$ cat src/rtl/core/i2p_pkg.sv
`timescale 1ns / 1ps
`default_nettype none

package i2p_pkg;

  localparam int unsigned STACK_DEPTH  = 32;
  localparam int unsigned PAYLOAD_BITS = 32;

  // widths fixed by the port fields
  localparam int unsigned KIND_W     = 3;
  localparam int unsigned OP_W       = 4;
  localparam int unsigned PORT_PAY_W = 32;

  // input token kinds
  localparam logic [KIND_W-1:0] KIND_OPERAND = 3'd0;
  localparam logic [KIND_W-1:0] KIND_FUNC    = 3'd1;
  localparam logic [KIND_W-1:0] KIND_OPER    = 3'd2;
  localparam logic [KIND_W-1:0] KIND_OPEN    = 3'd3;
  localparam logic [KIND_W-1:0] KIND_CLOSE   = 3'd4;
  localparam logic [KIND_W-1:0] KIND_END     = 3'd5;

  // emitted token kinds
  localparam logic [1:0] OUT_OPERAND = 2'd0;
  localparam logic [1:0] OUT_FUNC    = 2'd1;
  localparam logic [1:0] OUT_OPER    = 2'd2;

  // operator codes that bound the precedence groups
  localparam logic [OP_W-1:0] OP_POW  = 4'd0;
  localparam logic [OP_W-1:0] OP_OF   = 4'd4;
  localparam logic [OP_W-1:0] OP_SUB  = 4'd6;
  localparam logic [OP_W-1:0] OP_LAST = 4'd12;

  // status codes
  localparam logic [1:0] ST_OK       = 2'd0;
  localparam logic [1:0] ST_MISMATCH = 2'd1;
  localparam logic [1:0] ST_OVERFLOW = 2'd2;
  localparam logic [1:0] ST_INVALID  = 2'd3;

  localparam logic [5:0] PREC_POW = 6'd40;
  localparam logic [5:0] PREC_MUL = 6'd30;
  localparam logic [5:0] PREC_ADD = 6'd20;
  localparam logic [5:0] PREC_CMP = 6'd10;

  typedef struct packed {
    logic push;
    logic pop;
    logic clear;
    logic is_open;
  } stk_cmd_t;

  typedef struct packed {
    logic empty;
    logic full;
    logic has_open;
  } stk_status_t;

  typedef struct packed {
    logic [1:0]            kind;
    logic [OP_W-1:0]       op;
    logic [PORT_PAY_W-1:0] payload;
    logic [1:0]            status;
  } res_t;

  function automatic logic [5:0] prec_of(input logic [OP_W-1:0] op);
    logic [5:0] p;
    if (op == OP_POW) begin
      p = PREC_POW;
    end else if (op <= OP_OF) begin
      p = PREC_MUL;
    end else if (op <= OP_SUB) begin
      p = PREC_ADD;
    end else begin
      p = PREC_CMP;
    end
    return p;
  endfunction

endpackage

`default_nettype wire

$ cat src/rtl/core/i2p_stack.sv
`timescale 1ns / 1ps
`default_nettype none

module i2p_stack #(
  parameter int unsigned DEPTH = i2p_pkg::STACK_DEPTH,
  parameter int unsigned ENT_W = i2p_pkg::KIND_W + i2p_pkg::OP_W + i2p_pkg::PAYLOAD_BITS
) (
  input  wire logic                 clk_i,
  input  wire logic                 rst_ni,
  input  wire i2p_pkg::stk_cmd_t    cmd_i,
  input  wire logic [ENT_W-1:0]     wr_entry_i,
  output i2p_pkg::stk_status_t      status_o,
  output logic [ENT_W-1:0]          top_o
);

  localparam int unsigned CW = $clog2(DEPTH + 1);
  localparam int unsigned AW = $clog2(DEPTH);

  logic [ENT_W-1:0] mem [DEPTH];
  logic [ENT_W-1:0] top_q;
  logic [CW-1:0]    count_q, count_d;
  logic [CW-1:0]    open_q, open_d;
  logic [CW-1:0]    cnt_m1;
  logic [AW-1:0]    rd_addr, wr_addr;

  assign cnt_m1  = count_q - CW'(1);
  assign rd_addr = cnt_m1[AW-1:0];
  assign wr_addr = count_q[AW-1:0];

  // the read port always follows the current top; its data is registered, so it
  // is good in the cycle after the count settles
  always_ff @(posedge clk_i) begin
    if (cmd_i.push) begin
      mem[wr_addr] <= wr_entry_i;
    end
    top_q <= mem[rd_addr];
  end

  always_comb begin
    count_d = count_q;
    open_d  = open_q;
    if (cmd_i.clear) begin
      count_d = '0;
      open_d  = '0;
    end else if (cmd_i.push) begin
      count_d = count_q + CW'(1);
      if (cmd_i.is_open) begin
        open_d = open_q + CW'(1);
      end
    end else if (cmd_i.pop) begin
      count_d = cnt_m1;
      if (cmd_i.is_open) begin
        open_d = open_q - CW'(1);
      end
    end
  end

  always_ff @(posedge clk_i or negedge rst_ni) begin
    if (!rst_ni) begin
      count_q <= '0;
      open_q  <= '0;
    end else begin
      count_q <= count_d;
      open_q  <= open_d;
    end
  end

  assign status_o.empty    = (count_q == '0);
  assign status_o.full     = (count_q == CW'(DEPTH));
  assign status_o.has_open = (open_q != '0);
  assign top_o             = top_q;

`ifndef SYNTHESIS
  a_no_push_full : assert property (@(posedge clk_i) disable iff (!rst_ni)
    cmd_i.push && !cmd_i.clear |-> count_q != CW'(DEPTH))
    else $error("push onto a full stack");

  a_no_pop_empty : assert property (@(posedge clk_i) disable iff (!rst_ni)
    cmd_i.pop && !cmd_i.clear |-> count_q != '0)
    else $error("pop from an empty stack");

  a_open_bounded : assert property (@(posedge clk_i) disable iff (!rst_ni)
    open_q <= count_q)
    else $error("open paren count above stack count");

  a_push_count : assert property (@(posedge clk_i) disable iff (!rst_ni)
    cmd_i.push && !cmd_i.clear |=> count_q == $past(count_q) + CW'(1))
    else $error("push did not advance the count");
`endif

endmodule

`default_nettype wire

$ cat src/rtl/core/infix_to_postfix_converter_unit.sv
`timescale 1ns / 1ps
`default_nettype none

// Shunting-yard infix to postfix converter. One token is taken per transfer on
// the input side and the postfix tokens it releases leave one per transfer on
// the output side, the final one of each token marked by last. The operator
// stack sits in a synchronous memory with one write and one read port, the
// read port always tracking the top of stack. A token goes through the accept,
// evaluate and release states, and every entry it pops adds a wait state and
// another evaluation, since each pop has to wait for the memory's registered
// read of the new top; the function released right after its close parenthesis
// needs no wait state. Output back-pressure can stall evaluate and release.
// After an error one status result is sent, the stack is dropped and all
// tokens up to and including the next end token are swallowed without result.
// Reset leaves the stack empty; no clearing pass is needed.
module infix_to_postfix_converter_unit #(
  parameter int unsigned STACK_DEPTH  = i2p_pkg::STACK_DEPTH,
  parameter int unsigned PAYLOAD_BITS = i2p_pkg::PAYLOAD_BITS
) (
  input  wire logic                             clk_i,
  input  wire logic                             rst_ni,
  input  wire logic                             in_valid_i,
  output logic                                  in_ready_o,
  input  wire logic [i2p_pkg::KIND_W-1:0]       token_kind_i,
  input  wire logic [i2p_pkg::OP_W-1:0]         op_code_i,
  input  wire logic [i2p_pkg::PORT_PAY_W-1:0]   token_payload_i,
  output logic                                  out_valid_o,
  input  wire logic                             out_ready_i,
  output logic [1:0]                            out_kind_o,
  output logic [i2p_pkg::OP_W-1:0]              out_op_o,
  output logic [i2p_pkg::PORT_PAY_W-1:0]        out_payload_o,
  output logic [1:0]                            status_o,
  output logic                                  last_o
);

  localparam int unsigned KW     = i2p_pkg::KIND_W;
  localparam int unsigned OW     = i2p_pkg::OP_W;
  localparam int unsigned PW     = i2p_pkg::PORT_PAY_W;
  localparam int unsigned ENT_W  = KW + OW + PAYLOAD_BITS;
  localparam int unsigned WIDE_W = (PAYLOAD_BITS > PW) ? PAYLOAD_BITS : PW;

  localparam logic [1:0] S_IDLE  = 2'd0;
  localparam logic [1:0] S_EVAL  = 2'd1;
  localparam logic [1:0] S_WAIT  = 2'd2;
  localparam logic [1:0] S_FLUSH = 2'd3;

  logic [1:0]              state_q, state_d;
  logic                    hold_q, hold_d;
  logic                    phase_q, phase_d;   // close paren: its open is gone
  logic [KW-1:0]           tok_kind_q;
  logic [OW-1:0]           tok_op_q;
  logic [PAYLOAD_BITS-1:0] tok_pay_q;
  logic [WIDE_W-1:0]       tok_wide;
  logic [WIDE_W-1:0]       in_wide;

  i2p_pkg::stk_cmd_t       cmd;
  i2p_pkg::stk_status_t    stk;
  logic [ENT_W-1:0]        wr_entry;
  logic [ENT_W-1:0]        top;
  logic [KW-1:0]           top_kind;
  logic [OW-1:0]           top_op;
  logic [WIDE_W-1:0]       top_wide;

  i2p_pkg::res_t           pend_q, pend_d, new_res, pop_res, out_q, out_res;
  logic                    pend_v_q, pend_v_d;
  logic                    out_v_q, out_last_q, out_last;
  logic                    out_load, out_free, gate;
  logic                    in_accept;
  logic                    err;
  logic [1:0]              err_code;
  logic                    emit;

  i2p_stack #(
    .DEPTH (STACK_DEPTH),
    .ENT_W (ENT_W)
  ) u_stack (
    .clk_i      (clk_i),
    .rst_ni     (rst_ni),
    .cmd_i      (cmd),
    .wr_entry_i (wr_entry),
    .status_o   (stk),
    .top_o      (top)
  );

  assign in_ready_o = (state_q == S_IDLE);
  assign in_accept  = in_valid_i && in_ready_o;
  assign in_wide    = WIDE_W'(token_payload_i);
  assign tok_wide   = WIDE_W'(tok_pay_q);

  assign top_kind = top[ENT_W-1 -: KW];
  assign top_op   = top[PAYLOAD_BITS +: OW];
  assign top_wide = WIDE_W'(top[PAYLOAD_BITS-1:0]);

  always_comb begin
    pop_res = '0;
    if (top_kind == i2p_pkg::KIND_OPER) begin
      pop_res.kind = i2p_pkg::OUT_OPER;
      pop_res.op   = top_op;
    end else begin
      pop_res.kind    = i2p_pkg::OUT_FUNC;
      pop_res.payload = top_wide[PW-1:0];
    end
    pop_res.status = i2p_pkg::ST_OK;
  end

  always_comb begin
    wr_entry = '0;
    wr_entry[ENT_W-1 -: KW] = tok_kind_q;
    if (tok_kind_q == i2p_pkg::KIND_OPER) begin
      wr_entry[PAYLOAD_BITS +: OW] = tok_op_q;
    end
    if (tok_kind_q == i2p_pkg::KIND_FUNC) begin
      wr_entry[PAYLOAD_BITS-1:0] = tok_pay_q;
    end
  end

  assign out_free = !out_v_q || out_ready_i;
  // a new result may enter pend only if the old one can move on
  assign gate     = !pend_v_q || out_free;

  always_comb begin
    state_d  = state_q;
    hold_d   = hold_q;
    phase_d  = phase_q;
    cmd      = '0;
    new_res  = '0;
    emit     = 1'b0;
    err      = 1'b0;
    err_code = i2p_pkg::ST_OK;

    case (state_q)
      S_IDLE: begin
        if (in_accept) begin
          state_d = S_EVAL;
          phase_d = 1'b0;
        end
      end
      S_EVAL: begin
        if (hold_q) begin
          if (tok_kind_q == i2p_pkg::KIND_END) begin
            cmd.clear = 1'b1;
            hold_d    = 1'b0;
          end
          state_d = S_FLUSH;
        end else begin
          case (tok_kind_q)
            i2p_pkg::KIND_OPERAND: begin
              new_res.kind    = i2p_pkg::OUT_OPERAND;
              new_res.payload = tok_wide[PW-1:0];
              if (gate) begin
                emit    = 1'b1;
                state_d = S_FLUSH;
              end
            end
            i2p_pkg::KIND_FUNC, i2p_pkg::KIND_OPEN: begin
              if (stk.full) begin
                err      = 1'b1;
                err_code = i2p_pkg::ST_OVERFLOW;
              end else begin
                cmd.push    = 1'b1;
                cmd.is_open = (tok_kind_q == i2p_pkg::KIND_OPEN);
                state_d     = S_FLUSH;
              end
            end
            i2p_pkg::KIND_OPER: begin
              if (tok_op_q > i2p_pkg::OP_LAST) begin
                err      = 1'b1;
                err_code = i2p_pkg::ST_INVALID;
              end else if (!stk.empty && top_kind == i2p_pkg::KIND_OPER &&
                           i2p_pkg::prec_of(top_op) >= i2p_pkg::prec_of(tok_op_q)) begin
                new_res = pop_res;
                if (gate) begin
                  emit    = 1'b1;
                  cmd.pop = 1'b1;
                  state_d = S_WAIT;
                end
              end else if (stk.full) begin
                err      = 1'b1;
                err_code = i2p_pkg::ST_OVERFLOW;
              end else begin
                cmd.push = 1'b1;
                state_d  = S_FLUSH;
              end
            end
            i2p_pkg::KIND_CLOSE: begin
              if (phase_q) begin
                if (!stk.empty && top_kind == i2p_pkg::KIND_FUNC) begin
                  new_res = pop_res;
                  if (gate) begin
                    emit    = 1'b1;
                    cmd.pop = 1'b1;
                    state_d = S_FLUSH;
                  end
                end else begin
                  state_d = S_FLUSH;
                end
              end else if (!stk.has_open) begin
                err      = 1'b1;
                err_code = i2p_pkg::ST_MISMATCH;
              end else if (top_kind != i2p_pkg::KIND_OPEN) begin
                new_res = pop_res;
                if (gate) begin
                  emit    = 1'b1;
                  cmd.pop = 1'b1;
                  state_d = S_WAIT;
                end
              end else begin
                // drop the matching open paren, then look for a function
                cmd.pop     = 1'b1;
                cmd.is_open = 1'b1;
                phase_d     = 1'b1;
                state_d     = S_WAIT;
              end
            end
            i2p_pkg::KIND_END: begin
              if (stk.has_open) begin
                err      = 1'b1;
                err_code = i2p_pkg::ST_MISMATCH;
              end else if (!stk.empty) begin
                new_res = pop_res;
                if (gate) begin
                  emit    = 1'b1;
                  cmd.pop = 1'b1;
                  state_d = S_WAIT;
                end
              end else begin
                state_d = S_FLUSH;
              end
            end
            default: begin
              err      = 1'b1;
              err_code = i2p_pkg::ST_INVALID;
            end
          endcase

          // errors are found before anything is emitted, so pend is empty here
          if (err) begin
            new_res        = '0;
            new_res.status = err_code;
            cmd            = '0;
            if (gate) begin
              emit      = 1'b1;
              cmd.clear = 1'b1;
              hold_d    = 1'b1;
              state_d   = S_FLUSH;
            end
          end
        end
      end
      S_WAIT: begin
        state_d = S_EVAL;
      end
      S_FLUSH: begin
        if (!pend_v_q || out_free) begin
          state_d = S_IDLE;
        end
      end
      default: begin
        state_d = S_IDLE;
      end
    endcase
  end

  // pend holds the newest result until it is known whether another follows
  always_comb begin
    pend_d   = pend_q;
    pend_v_d = pend_v_q;
    out_load = 1'b0;
    out_res  = pend_q;
    out_last = 1'b0;
    if (emit) begin
      pend_d   = new_res;
      pend_v_d = 1'b1;
      out_load = pend_v_q;
    end else if (state_q == S_FLUSH && pend_v_q && out_free) begin
      pend_v_d = 1'b0;
      out_load = 1'b1;
      out_last = 1'b1;
    end
  end

  always_ff @(posedge clk_i or negedge rst_ni) begin
    if (!rst_ni) begin
      state_q  <= S_IDLE;
      hold_q   <= 1'b0;
      phase_q  <= 1'b0;
      pend_v_q <= 1'b0;
      out_v_q  <= 1'b0;
    end else begin
      state_q  <= state_d;
      hold_q   <= hold_d;
      phase_q  <= phase_d;
      pend_v_q <= pend_v_d;
      if (out_load) begin
        out_v_q <= 1'b1;
      end else if (out_ready_i) begin
        out_v_q <= 1'b0;
      end
    end
  end

  always_ff @(posedge clk_i) begin
    if (in_accept) begin
      tok_kind_q <= token_kind_i;
      tok_op_q   <= op_code_i;
      tok_pay_q  <= in_wide[PAYLOAD_BITS-1:0];
    end
    pend_q <= pend_d;
    if (out_load) begin
      out_q      <= out_res;
      out_last_q <= out_last;
    end
  end

  assign out_valid_o   = out_v_q;
  assign out_kind_o    = out_q.kind;
  assign out_op_o      = out_q.op;
  assign out_payload_o = out_q.payload;
  assign status_o      = out_q.status;
  assign last_o        = out_last_q;

endmodule

`default_nettype wire
$ cat config.mk
export PLATFORM = sky130hd
export DESIGN_NAME = infix_to_postfix_converter_unit
export DESIGN_NICKNAME = d
export VERILOG_FILES = /design/src/rtl/core/i2p_pkg.sv /design/src/rtl/core/i2p_stack.sv /design/src/rtl/core/infix_to_postfix_converter_unit.sv
export SDC_FILE = /design/constraint.sdc
export NUM_CORES = 1
export LEC_CHECK = 0
export BUFFER_PORTS_ARGS = -buffer_cell sky130_fd_sc_hd__clkbuf_2
export CORE_UTILIZATION = 49
export CTS_CLUSTER_DIAMETER = 100
export DETAILED_ROUTE_END_ITERATION = 7
export SYNTH_ARGS = -nofsm -noshare
export SYNTH_HDL_FRONTEND = slang
export SYNTH_HIERARCHICAL = 1
export SYNTH_SLANG_ARGS = --single-unit
export TNS_END_PERCENT = 5
$ cat constraint.sdc
create_clock -name clk_i -period 13.87 [get_ports clk_i]
set_clock_uncertainty 0.2 [all_clocks]
set_input_delay 2.774 -clock clk_i [delete_from_list [all_inputs] [get_ports clk_i]]
set_output_delay 2.774 -clock clk_i [all_outputs]
set_load 0.01 [all_outputs]
# Word level (Yosys, flattened, before mapping)
# Memories as Yosys holds them, arrays and structs flattened. A register that Yosys moved wholly into a read port is not among the register bits.
# Index checks and enable logic that the tools add are counted.
# word_totals
mem_bits_rw	1248
out_inout_bits	43
word_cells	199
in_bits	43
regBits	138
n_memories	1
# memory_table
memory	depth	word_bits	rd	rd_ports_with_merged_regs	write_ports	line_no	source
u_stack.mem	32	39	1	1	1	i2p_stack.sv:19	logic [ENT_W-1:0] mem [DEPTH];
# classes
n_mux	123
magnitude_cmp	6
addsub	4
n_eq_ne	18
n_reduce_logical	27
n_bitwise	1
# op_table
op	count
40-bit 2-to-1 mux	8
32-bit case mux with 4 select lines	1
6-bit 2-to-1 mux	18
32-bit 2-to-1 mux	2
1-bit 2-to-1 mux	51
2-bit 2-to-1 mux	23
5-bit 2-to-1 mux	4
2-bit case mux with 5 select lines	2
4-bit by 3-bit less-or-equal comparator with 1-bit output, second input constant	4
4-bit 2-to-1 mux	4
6-bit by 1-bit adder with 6-bit output, second input constant	2
2-bit case mux with 3 select lines	2
4-bit case mux with 3 select lines	1
6-bit by 1-bit subtractor with 6-bit output, second input constant	2
3-bit by 2-bit equality test with 1-bit output, second input constant	3
4-bit logical NOT	2
2-bit case mux with 4 select lines	1
3-bit by 1-bit equality test with 1-bit output, second input constant	2
3-bit equality test, second input constant	2
6-bit equality test, second input constant	1
6-bit greater-or-equal comparator	1
1-bit logical AND	6
6-bit logical NOT	1
3-bit != test, second input constant	2
other kinds (23)	34

# Logic depth before layout (Yosys ltp)
# depth
depth_word	22
depth_mapped	20
ltp_nobuf	16

# Cells and area by module
# Netlist, hierarchy kept.
# modules_own_cells
mod	seq_area_each_um2	area_each_um2	cells_each	instances
i2p_stack	38557.0	49676.4	2141	1
infix_to_postfix_converter_unit	3753.6	5303.8	380	1

# Worst setup path after synthesis
# Ideal clock, no wire load.
# synth_timing
path_type	in2reg
startpoint	input port out_ready_i
endpoint	register pend_q (netlist bit out_res[0]) (enable)
required_ns	13.177
stages	3
path_buffers	0
t_arrival_ns	5.907
slack_ns	7.270
setup_time_ns	0.493
cell_sequence	nand3b_1 -> nand2_1 -> o21ai_0
# synth_via
elab_chain_len	11
# synth_lines
element	line_no	source
from (decl)	infix_to_postfix_converter_unit.sv:28	input wire logic out_ready_i,
1-bit logical OR (*)	infix_to_postfix_converter_unit.sv:117	assign out_free = !out_v_q || out_ready_i;
1-bit logical OR (*)	infix_to_postfix_converter_unit.sv:119	assign gate = !pend_v_q || out_free;
1-bit 2-to-1 mux	-	
1-bit 2-to-1 mux	infix_to_postfix_converter_unit.sv:200	end else if (top_kind != i2p_pkg::KIND_OPEN) begin
1-bit 2-to-1 mux	infix_to_postfix_converter_unit.sv:197	end else if (!stk.has_open) begin
1-bit 2-to-1 mux	infix_to_postfix_converter_unit.sv:186	if (phase_q) begin
1-bit case mux with 4 select lines	infix_to_postfix_converter_unit.sv:146	case (tok_kind_q)
1-bit 2-to-1 mux	infix_to_postfix_converter_unit.sv:241	if (gate) begin
1-bit 2-to-1 mux (*)	infix_to_postfix_converter_unit.sv:237	if (err) begin
1-bit 2-to-1 mux (*)	infix_to_postfix_converter_unit.sv:139	if (hold_q) begin
1-bit 2-to-1 mux (*)	infix_to_postfix_converter_unit.sv:131	case (state_q)
via emit	infix_to_postfix_converter_unit.sv:71	logic emit;
to (signal assigned)	infix_to_postfix_converter_unit.sv:308	pend_q <= pend_d;
to (decl)	infix_to_postfix_converter_unit.sv:64	i2p_pkg::res_t pend_q, pend_d, new_res, pop_res, out_q, out_res;
# Mark *: on every way through the listed nets, which the timed path passes. The rest lies on a longest branch.
# A chain may end at the register's enable or synchronous reset.

==> flow_summary.yaml <==
power:
  cellLeakagePower_nw: 20.0
  cellPowerDensity_nw_per_um2: 209
  worst_ir_drop_vdd_v: 0.000345
  report.power.total_mw: 12.9
worst_setup_path:
  crit_path_arrival_time_ps: 6140
  regToRegEndpoint: "u_stack/mem[14][30]"
  cp_cell_sequence: "or3_1, nor3b_1, nor4b_1, a211oi_1, nor2b_1, buf_4, nand2_1, nor2_4, buf_4"
  r2r.worst_path.cells: 9
  rrSetupSlack_ps: 7890
  crit-reg2reg-launch: "u_stack/count_q[3]"
  start_kind: "flip-flop"
  critical_path.most_common_cell: "sky130_fd_sc_hd__buf_4"
  timing.setup.critical_path_class: "reg2reg"
  crit_slowest_cell: "sky130_fd_sc_hd__nor3b_1"
  cp-end-kind: "flip-flop"
  cp_max_fo: 22
  cp.required_ps: 14030
  setup.worst_path.start: "u_stack/count_q[3]"
  critical-path-max-stage-delay_ps: 1130
job:
  cap_viol_max_count: 0
finish:
  syn2layout_area_growth_pct: 12.7
  antenna_cells_inserted: 0
  final_core_utilization_pct: 55.8
  nNetsFinal: 2744
  finish.cell_count_without_fillers: 4286
  ratio_of_cells_with_drive_above_1_in_the_final_layout_pct: 27.6
  number_of_fill_cells: 8179
  seqCellArea_um2: 42300
  finalInstanceArea_um2: 62000
  multi_input_comb_area_um2: 12100
placed_design:
  gpl.final_weighted_congestion: 0.836
  i_o_buffers: 85
  postPlaceCellArea_um2: 57300
  dpl.cell_count: 4030
  dp_hpwl_mm: 73.5
  post-place-ws_ps: 8030
yosys:
  syn-num-nets: 2578
  synth.cell_area_um2: 55000
  most_common_flop_cell_mapped_by_yosys: "sky130_fd_sc_hd__edfxtp_1"
  synth_area_leaders: "sky130_fd_sc_hd__edfxtp_1, sky130_fd_sc_hd__mux4_2, sky130_fd_sc_hd__mux2i_1"
  seq_area_frac_synth_pct: 77.0
  netlist-cell-type-count: 70
  synth-async-reset-ratio_pct: 1.26
  postSynthRegisterBits: 1425
  post_synth_inst_count: 2521
  yosysWarningCount: 6
  synth-edff-count: 1368
  yosys_top_cell_by_area: "sky130_fd_sc_hd__edfxtp_1"
  syn-mean-instance-area_um2: 21.8
  yosysTopAreaCellShare_pct: 74.7
route:
  wl_mm: 136
  post-route-drc-count: 0
  dr.pass1.iters: 6
  vias: 26472
  drt.antenna.violating_nets: 0
  dr.first_iter.drc_count: 2963
  detail_route.wl_per_cell_um: 31.8
  drt-vias-per-instance: 6.18
global_route:
  grt_max_degree: 133
  grt_pass1_vias: 26795
  groute.usage.overall_pct: 24.5
  global_route_wire_length_before_repair_mm: 194
  antenna_found_initial: 2
  grt.overflow.total: 0
floorplan:
  core_region_area_um2: 111000
  dieWidth_um: 337
  dieHeight_um: 337
  top_level_ports: 86
  rows: 122
  dieArea_um2: 114000
  effective_utilization_at_floorplan_pct: 49.5
clock_tree:
  clk-insertion-delay-late_ps: 750
  ctsHoldBuffers: 0
  cts_resized: 0
  max-clock-path-buffers: 3
  cts.clk_slew.worst_paths_ps: 60
  cts.htree.levels: 4
  cts_setup_buffers: 0
  numClockSinks: 1425
  cts_root_buf: "sky130_fd_sc_hd__clkbuf_16"
  tritoncts: "done"
  cts_made_buffers: 143
worst_hold_path:
  classification_of_the_worst_slack_hold_path: "reg2reg"
  whs_path_depth: 0
  hold-path-endpoint: "out_payload_o[0]"
  hold_path_startpoint: "out_res[2]"
sta:
  timing.fmax_mhz: 167
  period_needed_ps: 5980
  timing.final.hold_violations: 0
  hold_ws_ps: 217
  worst_pin_slew_ps: 1390
  worst_setup_margin_ps: 7890
  timing.final.setup_violations: 0
  timing_max_transition_violations_final: 0
  final_min_period_over_clock_period_pct: 43.1
  timing.setup.tns_ps: 0
  slew-limit-headroom_pct: 7.60
  rsz_0062_raised_after_global_routing: "false"
run_status:
  status: "finished, final reports clean"
==> kinds of logic (layout without fill, tap and decap cells) <==
kind of cell	after synthesis	after routing	synth area share (%)
mux	434	434	15.0
buf+inv	145	422	1.58
xor+xnor	11	11	0.189
flops	1425	1425	77.0
simple gates	312	312	2.82
fa+ha+maj	14	14	0.332
compound gates	180	180	3.10
==> registers in the layout, summed over array words and instances, names as in the netlist <==
register,count
out_op_o,4
u_stack/count_q,6
tok_kind_q,3
tok_pay_q,32
out_payload_o,32
phase_q,1
out_kind_o,2
u_stack/top_o,39
hold_q,1
pend_v_q,1
out_res,40
out_valid_o,1
tok_op_q,4
status_o,2
u_stack/mem,1248
last_o,1
u_stack/open_q,6
state_q,2
==> cell usage in the layout, fill, tap and decap left out, types with 7 or more instances in the layout <==
master / synthesis / routed
sky130_fd_sc_hd__a21oi_1: 19 / 19
sky130_fd_sc_hd__a221oi_2: 39 / 39
sky130_fd_sc_hd__a22oi_1: 33 / 33
sky130_fd_sc_hd__a32o_1: 39 / 39
sky130_fd_sc_hd__and2_1: 44 / 41
sky130_fd_sc_hd__buf_4: 30 / 68
sky130_fd_sc_hd__bufinv_16: 0 / 12
sky130_fd_sc_hd__clkbuf_1: 31 / 32
sky130_fd_sc_hd__clkbuf_16: 0 / 148
sky130_fd_sc_hd__clkbuf_2: 0 / 85
sky130_fd_sc_hd__clkbuf_8: 0 / 12
sky130_fd_sc_hd__clkinv_1: 0 / 25
sky130_fd_sc_hd__clkinv_2: 0 / 14
sky130_fd_sc_hd__dfrtp_1: 18 / 17
sky130_fd_sc_hd__dfxtp_1: 39 / 39
sky130_fd_sc_hd__edfxtp_1: 1368 / 1368
sky130_fd_sc_hd__ha_1: 13 / 12
sky130_fd_sc_hd__inv_1: 9 / 9
sky130_fd_sc_hd__mux2i_1: 118 / 118
sky130_fd_sc_hd__mux4_2: 312 / 312
sky130_fd_sc_hd__nand2_1: 101 / 101
sky130_fd_sc_hd__nand2b_1: 11 / 11
sky130_fd_sc_hd__nor2_1: 86 / 66
sky130_fd_sc_hd__nor2_4: 0 / 19
sky130_fd_sc_hd__nor2b_1: 9 / 9
sky130_fd_sc_hd__nor3_1: 21 / 7
sky130_fd_sc_hd__nor3_2: 1 / 15
sky130_fd_sc_hd__o21ai_0: 9 / 8
sky130_fd_sc_hd__xnor2_1: 8 / 7
==> synth_stat cells (3+ instances only) <==
library cell and instances:
sky130_fd_sc_hd__o21a_1 5, sky130_fd_sc_hd__buf_6 13, sky130_fd_sc_hd__nor4_1 4, sky130_fd_sc_hd__edfxtp_1 1368, sky130_fd_sc_hd__and2_1 44, sky130_fd_sc_hd__nor3_1 21
sky130_fd_sc_hd__nor2b_1 9, sky130_fd_sc_hd__clkbuf_1 31, sky130_fd_sc_hd__nand2b_1 11, sky130_fd_sc_hd__o21ai_0 9, sky130_fd_sc_hd__nand3b_1 6, sky130_fd_sc_hd__buf_2 57
sky130_fd_sc_hd__a21o_1 3, sky130_fd_sc_hd__xnor2_1 8, sky130_fd_sc_hd__a32o_1 39, sky130_fd_sc_hd__buf_8 4, sky130_fd_sc_hd__mux4_2 312, sky130_fd_sc_hd__a22oi_1 33
sky130_fd_sc_hd__a21oi_1 19, sky130_fd_sc_hd__mux2_2 4, sky130_fd_sc_hd__inv_1 9, sky130_fd_sc_hd__buf_4 30, sky130_fd_sc_hd__o21ai_1 3, sky130_fd_sc_hd__mux2i_1 118
sky130_fd_sc_hd__nand3_1 4, sky130_fd_sc_hd__and3_1 4, sky130_fd_sc_hd__nor2_1 86, sky130_fd_sc_hd__a221oi_2 39, sky130_fd_sc_hd__nand2_1 101, sky130_fd_sc_hd__dfxtp_1 39
sky130_fd_sc_hd__a211oi_1 6, sky130_fd_sc_hd__a31oi_1 4, sky130_fd_sc_hd__ha_1 13, sky130_fd_sc_hd__dfrtp_1 18
==> metal layers <==
layer | wire [um] | global-route usage (%) | part of all wire [%]
met1 | 57800 | 35.4 | 42
met2 | 63100 | 37.3 | 46
met3 | 11000 | 5.01 | 8.1
met4 | 4380 | 8.58 | 3.2
met5 | 0 | 0 | 0
==> layout make-up <==
class	count	share of cell area, %
sequential	1425	68.3
multi-input combinational	951	19.6
tap	1488	3.00
clock inverter	64	1.03
clock buffer	192	6.44
inverter	9	0.0545
timing repair buffer	157	1.64
==> worst max path at each step <==
| stage | depth (start not counted) | slack (ps) | end |
|---|---|---|---|
| floorplan | 3 | 7270 | out_res[0] |
| global placement | 9 | 8150 | u_stack/mem[29][32] |
| detailed placement | 9 | 8030 | u_stack/mem[29][33] |
| CTS | 9 | 7960 | u_stack/mem[14][30] |
| global route | 9 | 7640 | u_stack/mem[14][30] |
| finish | 9 | 7890 | u_stack/mem[14][30] |
==> critical path: cells and delay by family, from the launching register on <==
family / cells / cell delay [ps]
simple gates: 6 / 3460
flops: 1 / 650
buf+inv: 2 / 850
compound gates: 1 / 380
==> report_power, final <==
| group | internal, mW | switching, mW |
|---|---|---|
| Sequential | 4.96 | 0.128 |
| Clock | 2.24 | 1.57 |
| Combinational | 1.58 | 2.46 |
| Total | 8.77 | 4.15 |
No activity file was read; power rests on OpenSTA's default activity.
